### config.mk
export PLATFORM = sky130hd
export DESIGN_NAME = look_disk_scheduler_core
export DESIGN_NICKNAME = d
export VERILOG_FILES = /design/src/rtl/lds_pkg.sv /design/src/rtl/lds_cell.sv /design/src/rtl/lds_chain.sv /design/src/rtl/look_disk_scheduler_core.sv
export VERILOG_INCLUDE_DIRS = /design/src /design/src/rtl
export SDC_FILE = /design/constraint.sdc
export NUM_CORES = 2
export LEC_CHECK = 0
export BUFFER_PORTS_ARGS = -buffer_cell sky130_fd_sc_hd__buf_2
export CORE_UTILIZATION = 47
export CTS_BUF_LIST = sky130_fd_sc_hd__clkbuf_2 sky130_fd_sc_hd__clkbuf_4 sky130_fd_sc_hd__clkbuf_8
export DETAILED_ROUTE_END_ITERATION = 7
export RECOVER_POWER = 25
export SKIP_CTS_REPAIR_TIMING = 1
export SKIP_LAST_GASP = 1
export SYNTH_ARGS = -nofsm -noshare
export SYNTH_HDL_FRONTEND = slang
export SYNTH_SLANG_ARGS = --single-unit
export TNS_END_PERCENT = 10
### constraint.sdc
create_clock -name clk -period 11.9 [get_ports clk]
set_clock_uncertainty 0.05 [all_clocks]
set_input_delay 1.19 -clock clk [delete_from_list [all_inputs] [get_ports clk]]
set_output_delay 1.19 -clock clk [all_outputs]
set_load 0.02 [all_outputs]
### src/rtl/look_disk_scheduler_core_assert.svh
// assertion helpers for the look disk scheduler, clocked on clk, off during reset
`ifndef LOOK_DISK_SCHEDULER_CORE_ASSERT_SVH
`define LOOK_DISK_SCHEDULER_CORE_ASSERT_SVH

// antecedent implies consequent in the same cycle
`define LDS_ASSERT_SAME(label, ante, cons, msg) \
    label: assert property (@(posedge clk) disable iff (!rst_n) (ante) |-> (cons)) \
        else $error(msg);

// antecedent implies consequent in the following cycle
`define LDS_ASSERT_NEXT(label, ante, cons, msg) \
    label: assert property (@(posedge clk) disable iff (!rst_n) (ante) |=> (cons)) \
        else $error(msg);

`endif

### src/rtl/lds_pkg.sv
// ----------------------------------------------------------------------------
// lds_pkg
// shared types and constants of the look disk scheduler
// ----------------------------------------------------------------------------
package lds_pkg;

    localparam int MAX_REQ = 64;
    localparam int CYL_W   = 16;
    localparam int KEY_W   = CYL_W + 1;
    localparam int CNT_W   = $clog2(MAX_REQ + 1);
    localparam int SEEK_W  = 17;

    localparam logic [1:0] ERR_NONE     = 2'd0;
    localparam logic [1:0] ERR_RANGE    = 2'd1;
    localparam logic [1:0] ERR_OVERFLOW = 2'd2;

    localparam logic CFG_HEAD = 1'b0;
    localparam logic CFG_MAX  = 1'b1;

    typedef enum logic {
        ST_LOAD,
        ST_DRAIN
    } state_t;

    // one slot of the sorting chain; the key orders requests in service order
    typedef struct packed {
        logic             valid;
        logic [KEY_W-1:0] key;
    } entry_t;

    typedef struct packed {
        logic insert;
        logic pop;
        logic clear;
    } cell_ctrl_t;

    // requests at or above the head sort first ascending, the rest descending
    function automatic logic [KEY_W-1:0] make_key(logic [CYL_W-1:0] cyl,
                                                 logic [CYL_W-1:0] head);
        logic [KEY_W-1:0] k;
        if (cyl >= head)
            k = {1'b0, cyl};
        else
            k = {1'b1, ~cyl};
        return k;
    endfunction

    function automatic logic [CYL_W-1:0] key_cyl(logic [KEY_W-1:0] k);
        logic [CYL_W-1:0] c;
        if (k[KEY_W-1])
            c = ~k[CYL_W-1:0];
        else
            c = k[CYL_W-1:0];
        return c;
    endfunction

endpackage

### src/rtl/lds_cell.sv
// ----------------------------------------------------------------------------
// lds_cell
// one slot of the insertion sorting chain
// ----------------------------------------------------------------------------
module lds_cell (
    input  logic                        clk,
    input  logic                        rst_n,
    input  lds_pkg::cell_ctrl_t         ctrl,
    input  logic [lds_pkg::KEY_W-1:0]   new_key,
    input  logic                        prev_gt,
    input  lds_pkg::entry_t             prev_entry,
    input  lds_pkg::entry_t             next_entry,
    output lds_pkg::entry_t             entry,
    output logic                        gt
);

    logic                      valid_reg;
    logic                      valid_next;
    logic [lds_pkg::KEY_W-1:0] key_reg;
    logic [lds_pkg::KEY_W-1:0] key_next;

    // empty slots behave as larger than anything
    assign gt          = !valid_reg || (key_reg > new_key);
    assign entry.valid = valid_reg;
    assign entry.key   = key_reg;

    always_comb
    begin
        valid_next = valid_reg;
        key_next   = key_reg;
        if (ctrl.clear)
        begin
            valid_next = 1'b0;
        end
        else if (ctrl.pop)
        begin
            valid_next = next_entry.valid;
            key_next   = next_entry.key;
        end
        else if (ctrl.insert && gt)
        begin
            if (prev_gt)
            begin
                valid_next = prev_entry.valid;
                key_next   = prev_entry.key;
            end
            else
            begin
                valid_next = 1'b1;
                key_next   = new_key;
            end
        end
    end

    always_ff @(posedge clk or negedge rst_n)
    begin
        if (!rst_n)
            valid_reg <= 1'b0;
        else
            valid_reg <= valid_next;
    end

    always_ff @(posedge clk)
    begin
        key_reg <= key_next;
    end

endmodule

### src/rtl/lds_chain.sv
// ----------------------------------------------------------------------------
// lds_chain
// row of sorting cells, smallest key at the front
// ----------------------------------------------------------------------------
module lds_chain (
    input  logic                        clk,
    input  logic                        rst_n,
    input  lds_pkg::cell_ctrl_t         ctrl,
    input  logic [lds_pkg::KEY_W-1:0]   new_key,
    output lds_pkg::entry_t             front,
    output logic                        second_valid
);

    lds_pkg::entry_t entries [lds_pkg::MAX_REQ];
    logic            gts     [lds_pkg::MAX_REQ];

    genvar i;
    generate
        for (i = 0; i < lds_pkg::MAX_REQ; i++)
        begin : g_cell
            lds_pkg::entry_t prev_e;
            lds_pkg::entry_t next_e;
            logic            prev_g;

            if (i == 0)
            begin : g_first
                assign prev_e = '0;
                assign prev_g = 1'b0;
            end
            else
            begin : g_mid
                assign prev_e = entries[i-1];
                assign prev_g = gts[i-1];
            end

            if (i == lds_pkg::MAX_REQ - 1)
            begin : g_last
                assign next_e = '0;
            end
            else
            begin : g_rest
                assign next_e = entries[i+1];
            end

            lds_cell u_cell (
                .clk        (clk),
                .rst_n      (rst_n),
                .ctrl       (ctrl),
                .new_key    (new_key),
                .prev_gt    (prev_g),
                .prev_entry (prev_e),
                .next_entry (next_e),
                .entry      (entries[i]),
                .gt         (gts[i])
            );
        end
    endgenerate

    assign front        = entries[0];
    assign second_valid = entries[1].valid;

endmodule

### src/rtl/look_disk_scheduler_core.sv
// ----------------------------------------------------------------------------
// look_disk_scheduler_core
// LOOK disk scheduler: batches cylinder requests and emits the service order
// ----------------------------------------------------------------------------
// Requests load at one per cycle; each of the first 64 of a batch is placed
// at once into a chain of 64 sorting cells keyed by LOOK service order
// relative to the head register. The transaction flagged last_request ends
// the batch and input is then held off while results drain: one result per
// cycle from the front of the chain, paced by out_ready through a single
// output register. The first result is registered once the drain state is
// entered and the output register is free, and input is taken again once the
// final result of the batch sits in the output register. A batch of n good
// requests gives n results; a batch with an error gives one result, and the
// chain is cleared at the same edge that registers it. Configuration writes
// are always taken and must only happen while the block is idle.
module look_disk_scheduler_core (
    input  logic                        clk,
    input  logic                        rst_n,

    input  logic                        cfg_valid,
    output logic                        cfg_ready,
    input  logic                        cfg_index,
    input  logic [15:0]                 cfg_data,

    input  logic                        in_valid,
    output logic                        in_ready,
    input  logic [15:0]                 request_cylinder,
    input  logic                        last_request,

    output logic                        out_valid,
    input  logic                        out_ready,
    output logic [15:0]                 served_cylinder,
    output logic [15:0]                 move_distance,
    output logic [16:0]                 total_seek,
    output logic [1:0]                  error_code,
    output logic                        last_result
);

    `include "look_disk_scheduler_core_assert.svh"

    lds_pkg::state_t               state_reg,   state_next;
    logic [lds_pkg::CYL_W-1:0]     head_reg;
    logic [lds_pkg::CYL_W-1:0]     maxc_reg;
    logic [lds_pkg::CNT_W-1:0]     count_reg,   count_next;
    logic [1:0]                    berr_reg,    berr_next;
    logic [1:0]                    err_out_reg, err_out_next;
    logic [lds_pkg::CYL_W-1:0]     pos_reg,     pos_next;
    logic [lds_pkg::SEEK_W-1:0]    total_reg,   total_next;

    logic                          out_valid_reg, out_valid_next;
    logic [lds_pkg::CYL_W-1:0]     served_reg,  served_next;
    logic [lds_pkg::CYL_W-1:0]     move_reg,    move_next;
    logic [lds_pkg::SEEK_W-1:0]    seek_reg,    seek_next;
    logic [1:0]                    ecode_reg,   ecode_next;
    logic                          olast_reg,   olast_next;

    lds_pkg::cell_ctrl_t           ctrl;
    lds_pkg::entry_t               front;
    logic                          second_valid;
    logic [lds_pkg::KEY_W-1:0]     new_key;
    logic                          in_fire;
    logic                          out_free;
    logic [1:0]                    err_upd;
    logic [lds_pkg::CYL_W-1:0]     front_cyl;
    logic [lds_pkg::CYL_W-1:0]     move_dist;

    assign cfg_ready = 1'b1;
    assign in_ready  = (state_reg == lds_pkg::ST_LOAD);
    assign in_fire   = in_valid && in_ready;
    assign out_free  = !out_valid_reg || out_ready;
    assign new_key   = lds_pkg::make_key(request_cylinder, head_reg);
    assign front_cyl = lds_pkg::key_cyl(front.key);
    assign move_dist = (front_cyl >= pos_reg) ? (front_cyl - pos_reg)
                                              : (pos_reg - front_cyl);

    lds_chain u_chain (
        .clk          (clk),
        .rst_n        (rst_n),
        .ctrl         (ctrl),
        .new_key      (new_key),
        .front        (front),
        .second_valid (second_valid)
    );

    always_comb
    begin
        state_next     = state_reg;
        count_next     = count_reg;
        berr_next      = berr_reg;
        err_out_next   = err_out_reg;
        pos_next       = pos_reg;
        total_next     = total_reg;
        out_valid_next = out_valid_reg && !out_ready;
        served_next    = served_reg;
        move_next      = move_reg;
        seek_next      = seek_reg;
        ecode_next     = ecode_reg;
        olast_next     = olast_reg;
        ctrl           = '0;
        err_upd        = berr_reg;

        unique case (state_reg)
            lds_pkg::ST_LOAD:
            begin
                if (in_fire)
                begin
                    // first error of the batch wins
                    if (count_reg == lds_pkg::CNT_W'(lds_pkg::MAX_REQ))
                    begin
                        if (berr_reg == lds_pkg::ERR_NONE)
                            err_upd = lds_pkg::ERR_OVERFLOW;
                    end
                    else
                    begin
                        if (request_cylinder > maxc_reg && berr_reg == lds_pkg::ERR_NONE)
                            err_upd = lds_pkg::ERR_RANGE;
                        ctrl.insert = 1'b1;
                        count_next  = count_reg + 1'b1;
                    end

                    if (last_request)
                    begin
                        state_next   = lds_pkg::ST_DRAIN;
                        err_out_next = err_upd;
                        count_next   = '0;
                        berr_next    = lds_pkg::ERR_NONE;
                        pos_next     = head_reg;
                        total_next   = '0;
                    end
                    else
                    begin
                        berr_next = err_upd;
                    end
                end
            end

            lds_pkg::ST_DRAIN:
            begin
                if (out_free)
                begin
                    out_valid_next = 1'b1;
                    if (err_out_reg != lds_pkg::ERR_NONE)
                    begin
                        served_next = '0;
                        move_next   = '0;
                        seek_next   = '0;
                        ecode_next  = err_out_reg;
                        olast_next  = 1'b1;
                        ctrl.clear  = 1'b1;
                        state_next  = lds_pkg::ST_LOAD;
                    end
                    else
                    begin
                        served_next = front_cyl;
                        move_next   = move_dist;
                        seek_next   = total_reg + lds_pkg::SEEK_W'(move_dist);
                        ecode_next  = lds_pkg::ERR_NONE;
                        olast_next  = !second_valid;
                        ctrl.pop    = 1'b1;
                        pos_next    = front_cyl;
                        total_next  = total_reg + lds_pkg::SEEK_W'(move_dist);
                        if (!second_valid)
                            state_next = lds_pkg::ST_LOAD;
                    end
                end
            end
        endcase
    end

    always_ff @(posedge clk or negedge rst_n)
    begin
        if (!rst_n)
        begin
            state_reg     <= lds_pkg::ST_LOAD;
            head_reg      <= '0;
            maxc_reg      <= '1;
            count_reg     <= '0;
            berr_reg      <= lds_pkg::ERR_NONE;
            err_out_reg   <= lds_pkg::ERR_NONE;
            out_valid_reg <= 1'b0;
        end
        else
        begin
            state_reg     <= state_next;
            count_reg     <= count_next;
            berr_reg      <= berr_next;
            err_out_reg   <= err_out_next;
            out_valid_reg <= out_valid_next;
            if (cfg_valid)
            begin
                unique case (cfg_index)
                    lds_pkg::CFG_HEAD: head_reg <= cfg_data;
                    lds_pkg::CFG_MAX:  maxc_reg <= cfg_data;
                endcase
            end
        end
    end

    always_ff @(posedge clk)
    begin
        pos_reg    <= pos_next;
        total_reg  <= total_next;
        served_reg <= served_next;
        move_reg   <= move_next;
        seek_reg   <= seek_next;
        ecode_reg  <= ecode_next;
        olast_reg  <= olast_next;
    end

    assign out_valid       = out_valid_reg;
    assign served_cylinder = served_reg;
    assign move_distance   = move_reg;
    assign total_seek      = seek_reg;
    assign error_code      = ecode_reg;
    assign last_result     = olast_reg;

    // a pop of a good batch always finds a stored request at the front
    `LDS_ASSERT_SAME(a_pop_has_entry, ctrl.pop, front.valid, "pop from empty sort chain")
    // an error result leaves the chain empty for the next batch
    `LDS_ASSERT_NEXT(a_clear_empties, ctrl.clear, !front.valid, "sort chain not cleared")
    // the fill count never passes the chain length
    `LDS_ASSERT_SAME(a_count_bound, in_fire, count_reg <= lds_pkg::CNT_W'(lds_pkg::MAX_REQ), "request count overflow")

endmodule

Yosys cells after proc, flatten, opt, wreduce, memory -nomap -nowiden
Index checks and enable logic that the tools add are counted.
{"block": "totals", "ff_bits": 1282, "latchBits": 0, "ram_bits": 0, "rom_bits": 0, "input_bits": 39, "out_inout_bits": 55, "wordCells": 1102, "n_memories": 0}
{"block": "classes", "n_addsub": 4, "n_mul": 0, "div_mod_pow": 0, "magnitude_cmp": 67, "eq_ne": 6, "shift": 0, "muxes": 479, "bitwise": 5, "reduce_logical": 399}
{"op": "17-bit 2-to-1 mux", "n": 195}
{"op": "17-bit > comparator", "n": 64}
{"op": "1-bit 2-to-1 mux", "n": 267}
{"op": "3-bit nonzero test", "n": 64}
{"op": "2-bit AND reduction", "n": 68}
{"op": "2-bit nonzero test", "n": 65}
{"op": "16-bit 2-to-1 mux", "n": 6}
{"op": "1-bit logical AND", "n": 67}
{"op": "1-bit zero test", "n": 66}
{"op": "1-bit logical OR", "n": 65}
{"op": "17-bit one-hot mux with 2 select lines", "n": 1}
{"op": "16-bit >= comparator", "n": 2}
{"op": "16-bit NOT", "n": 2}
{"op": "16-bit one-hot mux with 2 select lines", "n": 1}
{"op": "16-bit subtractor", "n": 2}
{"op": "17-bit by 16-bit adder with 17-bit output", "n": 1}
{"op": "16-bit > comparator", "n": 1}
{"op": "7-bit 2-to-1 mux", "n": 2}
{"op": "2-bit 2-to-1 mux", "n": 6}
{"op": "7-bit by 1-bit adder with 7-bit output, second input constant", "n": 1}
{"op": "7-bit equality test, second input constant", "n": 1}
{"op": "2-bit by 1-bit inequality test with 1-bit output, second input constant", "n": 3}
{"op": "3-bit AND reduction", "n": 2}
{"op": "2-bit inequality test, second input constant", "n": 2}
{"op": "other kinds (4)", "n": 6}

Longest topological paths before layout
{"block": "depth", "ltp_word": 8, "depth_mapped": 26, "depth_no_buf": 22}

Hierarchy
Synthesis repeated with hierarchy kept, for this count alone.
{"block": "unflattened", "cells_unflattened": 10256, "area_unflattened_um2": 98029.0}
{"mod": "lds_cell (u_chain.g_cell[0].u_cell ...)", "instances": 57, "cells_per_inst": 146, "area_per_inst_um2": 1388.8}
{"mod": "lds_cell (u_chain.g_cell[61].u_cell ...)", "instances": 7, "cells_per_inst": 149, "area_per_inst_um2": 1422.6}
{"mod": "look_disk_scheduler_core", "instances": 1, "cells_per_inst": 890, "area_per_inst_um2": 8903.5}
{"mod": "lds_chain", "instances": 1, "cells_per_inst": 1, "area_per_inst_um2": 3.8}

Least setup slack after synthesis
Ideal clock, no wire load.
{"block": "synth_timing", "path_kind": "input to register", "start": "input port request_cylinder[0]", "end": "register u_chain.g_cell[62].u_cell.key_reg[0] (netlist name), enable pin", "setup_time_ps": 415, "t_arrival_ps": 7812, "required_time_ps": 11435, "slack_ps": 3624, "stages": 23, "n_path_buf": 4, "path_cell_list": "inv_1 > ha_1 > nand2b_1 > a211oi_1 > o211ai_1 > a31oi_1 > inv_2 > clkbuf_1 > xnor2_1 > inv_1 > clkbuf_1 > ha_1 > nand3_1 > nor2_1 > nand2_1 > or2_2 > or2_2 > nor2_1 > a2bb2oi_1 > and2_1 > buf_2 > clkbuf_1 > o21ai_0"}
{"block": "synth_via", "elab_chain_len": 7, "word_cells_on_any_way": 8}
{"item": "start: declaration", "line_no": "look_disk_scheduler_core.sv:27", "text": "input logic [15:0] request_cylinder,"}
{"item": "16-bit >= comparator or 16-bit NOT (tied branches)", "line_no": "lds_pkg.sv:41, lds_pkg.sv:44"}
{"item": "17-bit 2-to-1 mux *", "line_no": "lds_pkg.sv:41", "text": "if (cyl >= head)"}
{"item": "17-bit > comparator *", "line_no": "lds_cell.sv:23", "text": "assign gt = !valid_reg || (key_reg > new_key);"}
{"item": "1-bit logical OR *", "line_no": "lds_cell.sv:23"}
{"item": "1-bit logical AND *", "line_no": "lds_cell.sv:40", "text": "else if (ctrl.insert && gt)"}
{"item": "2-bit nonzero test (no source line) *"}
{"item": "2-bit AND reduction (no source line) *"}
{"item": "end signal: assignment", "line_no": "lds_cell.sv:65", "text": "key_reg <= key_next;"}
{"item": "end: declaration", "line_no": "lds_cell.sv:19", "text": "logic [lds_pkg::KEY_W-1:0] key_reg;"}
Every way passes the cells marked *; elsewhere a longest branch is shown, timed or not.
A chain may end at the register's enable or synchronous reset.

Worst setup path after layout
{"block": "layout_timing", "start": "register out_valid_reg, in the netlist out_valid", "end": "register u_chain.g_cell[57].u_cell.key_reg[2] (netlist name), data pin"}
{"block": "layout_via", "elab_chain_len": 5}
{"item": "start: declaration", "line_no": "look_disk_scheduler_core.sv:50", "text": "logic out_valid_reg, out_valid_next;"}
{"item": "start signal: assignment", "line_no": "look_disk_scheduler_core.sv:188", "text": "out_valid_reg <= out_valid_next;"}
{"item": "1-bit zero test", "line_no": "look_disk_scheduler_core.sv:70", "text": "assign out_free = !out_valid_reg || out_ready;"}
{"item": "1-bit logical OR", "line_no": "look_disk_scheduler_core.sv:70"}
{"item": "2-bit 2-to-1 mux", "line_no": "look_disk_scheduler_core.sv:139", "text": "if (out_free)"}
{"item": "2-bit 2-to-1 mux", "line_no": "look_disk_scheduler_core.sv:102", "text": "unique case (state_reg)"}
{"item": "17-bit 2-to-1 mux", "line_no": "lds_cell.sv:35", "text": "else if (ctrl.pop)"}
{"item": "end signal: assignment", "line_no": "lds_cell.sv:65"}
{"item": "end: declaration", "line_no": "lds_cell.sv:19"}
No other way between the ends.

==> metrics.txt <==
status finished, violations left; failing checks capacitance limit, slew limit; crit-path most repeated cell nand2_4; final hold violations 0; relative slew slack -297.9%; DRT iter0 DRCs 12,370; port bufs 92; Syn-to-layout area delta 7.354%; number of I/O pins 94; global-route wire length before repair 588.1 mm; width of the die 466.2 um; Synth top area share 34.78%; vias in the first global route 88,962; Worst Hold Class in -> reg; post-layout power 36,330 uW; min setup slack post-route 2.039 ns; CTS buffer count 239; RePlAce Congestion 0.9584; Worst setup EP type register; Final Util 50.71%; final setup vio count 0; worst slew pin tran 5.969 ns; Cell Chain, Critical Path nand2b_1 > nand2_4 > clkinvlp_2 > nand2_4 > clkbuf_1 > nand2_1 > o211ai_1; WL/cell 29.08 um; element type at the critical path start register; Initial Util 47.24%; synthesized cell area 101,300 sq um; Worst path max stage delay 3.03 ns; worst-case clock buffer depth 3; pre-CTS WS 3.952 ns; fill count 19,858; max reg flops 1,088; synthesized instance count 11,084; Synth area leaders edfxtp_1, ha_1, o21ai_0, nand2_1, mux2i_1; share of layout cells above drive strength 1 7.560%; Setup CP Type reg -> reg; Worst Path Required 12.70 ns; Yosys reg bits 1,282; DRC viols 0; critical path data arrival time 10.66 ns; Leakage 0.04089 uW; half-perimeter wire length after detailed placement 264.0 mm; H-Tree Depth 4; Nets 11,892; drt pass-1 iters 6; pwr/cell area 334.1 nW/um^2; Synthesized Nets 12,231; CTS Root Cell clkbuf_8; core area 214,400 sq um; VDD IR max 0.1667 mV; Tmin final 9.861 ns; most common cell in the netlist edfxtp_1; initial antenna violation count 3; full die area 217,400 sq um; final WL 401.2 mm; Die Ht 466.2 um; Worst-path clk slew 0.06 ns; GRT Total Usage 35.63%; sequential-to-total area share from yosys stat 37.49%; unrepaired setup endpoints after global routing false; detailed-route vias per instance 6.925; slowest stage cell, crit path clkinvlp_2; largest area contributor in the netlist edfxtp_1; TritonCTS clock tree done; vias post-DR 95,532; antenna viol nets, final 0; Crit Path Max Fanout 54; total negative slack 0 ns; Synth Flop Type edfxtp_1; Async SR Flop Fraction 8.502%; Netlist cell types 98; commonest cells in the netlist edfxtp_1, ha_1, nand2_1, o21ai_0, clkbuf_1; later-pin clock latency in the skew report 1.06 ns; largest net degree at the start of global routing 183; Overflow after GRT 0; EDFF count, synth 1,173; Syn Area/Cell 9.138 sq um; Slew Limit Fails 636; Max Cap Viol 17; Final Cycle Share 82.87%; sink count of the clock tree 1,282; Site Rows 170; Ys Warns 0; FMAX 101.4 MHz
[stage by stage]
step                      cell area, sq um  hold WS (ns)  std cells
after detailed placement            103900        0.4584      13342
after CTS                           109000        0.1403      13790
after global routing                108700        0.3213      13792
after floorplan                     101300        0.4203      11084
after global placement              103900        0.4447      13342
final                               108700        0.3293      13796
[per-layer routing]
metal | global-route usage [%] | wire (um) | vias up
met3 | 8.137 | 48290 | 1080
met4 | 17.15 | 20010 | 2
met5 | 0 | 11 | -
met1 | 49.50 | 163600 | 46475
met2 | 52.05 | 169400 | 6090
li1 | - | - | 41885
[cell families after synthesis]
| kind of cell | Yosys count | share of synthesized area [%] |
|---|---|---|
| multiplexers | 364 | 3.654 |
| AO/OA/AOI/OAI | 3570 | 22.87 |
| flip-flops | 1282 | 37.49 |
| other | 1 | 0.003702 |
| AND/OR/NAND/NOR | 3414 | 16.10 |
| adder cells (fa/ha/maj) | 1132 | 13.96 |
| XOR/XNOR | 117 | 1.066 |
| buffers and inverters | 1204 | 4.852 |
[critical path, delay by kind of cell (launching register included)]
family	cells	cell delay [ns]
AO/OA/AOI/OAI	1	0.47
buffers and inverters	2	4.54
flip-flops	1	0.34
AND/OR/NAND/NOR	4	4.20
[area by class of cell]
| class | count | area [sq um] | area share [%] |
|---|---|---|---|
| multi-input cells | 8598 | 58680 | 53.96 |
| repair buffers | 309 | 2155 | 1.982 |
| inverters | 315 | 1266 | 1.165 |
| diodes | 6 | 15.01 | 0.01381 |
| clock buffers | 375 | 4536 | 4.171 |
| well taps | 2838 | 3551 | 3.266 |
| flip-flops and latches | 1282 | 37970 | 34.92 |
| clock inverters | 73 | 563.0 | 0.5178 |
[power breakdown]
group          switching (uW)  internal, uW
Combinational           12100          7470
Clock                    2130          2580
Sequential               3440          8600
Total                   17700         18700
[final timing paths]
path / cells past startpoint / from / endpoint / slack [ns]
min in group asynchronous: 1 / rst_n / u_chain.g_cell[3].u_cell.valid_reg / 2.27
max in group asynchronous: 2 / rst_n / u_chain.g_cell[40].u_cell.valid_reg / 3.91
hold / removal: 3 / cfg_data[13] / head_reg[13] / 0.33
setup / recovery: 7 / out_valid / u_chain.g_cell[57].u_cell.key_reg[2] / 2.04
setup reg to reg: 7 / out_valid / u_chain.g_cell[57].u_cell.key_reg[2] / 2.04
hold reg to reg: 2 / berr_reg[1] / berr_reg[1] / 0.46
[cells in the final DEF (no fill, tap or decap), types with 321 or more instances in the layout]
cell type / n
edfxtp_1: 1173
ha_1: 1105
nand2_1: 1063
o21ai_0: 891
a21oi_1: 622
nor2_1: 597
nor3_1: 522
nand3_1: 449
a31oi_1: 424
a21o_1: 349
mux2i_1: 323
o211ai_1: 321
(Power assumes the default switching activity.)
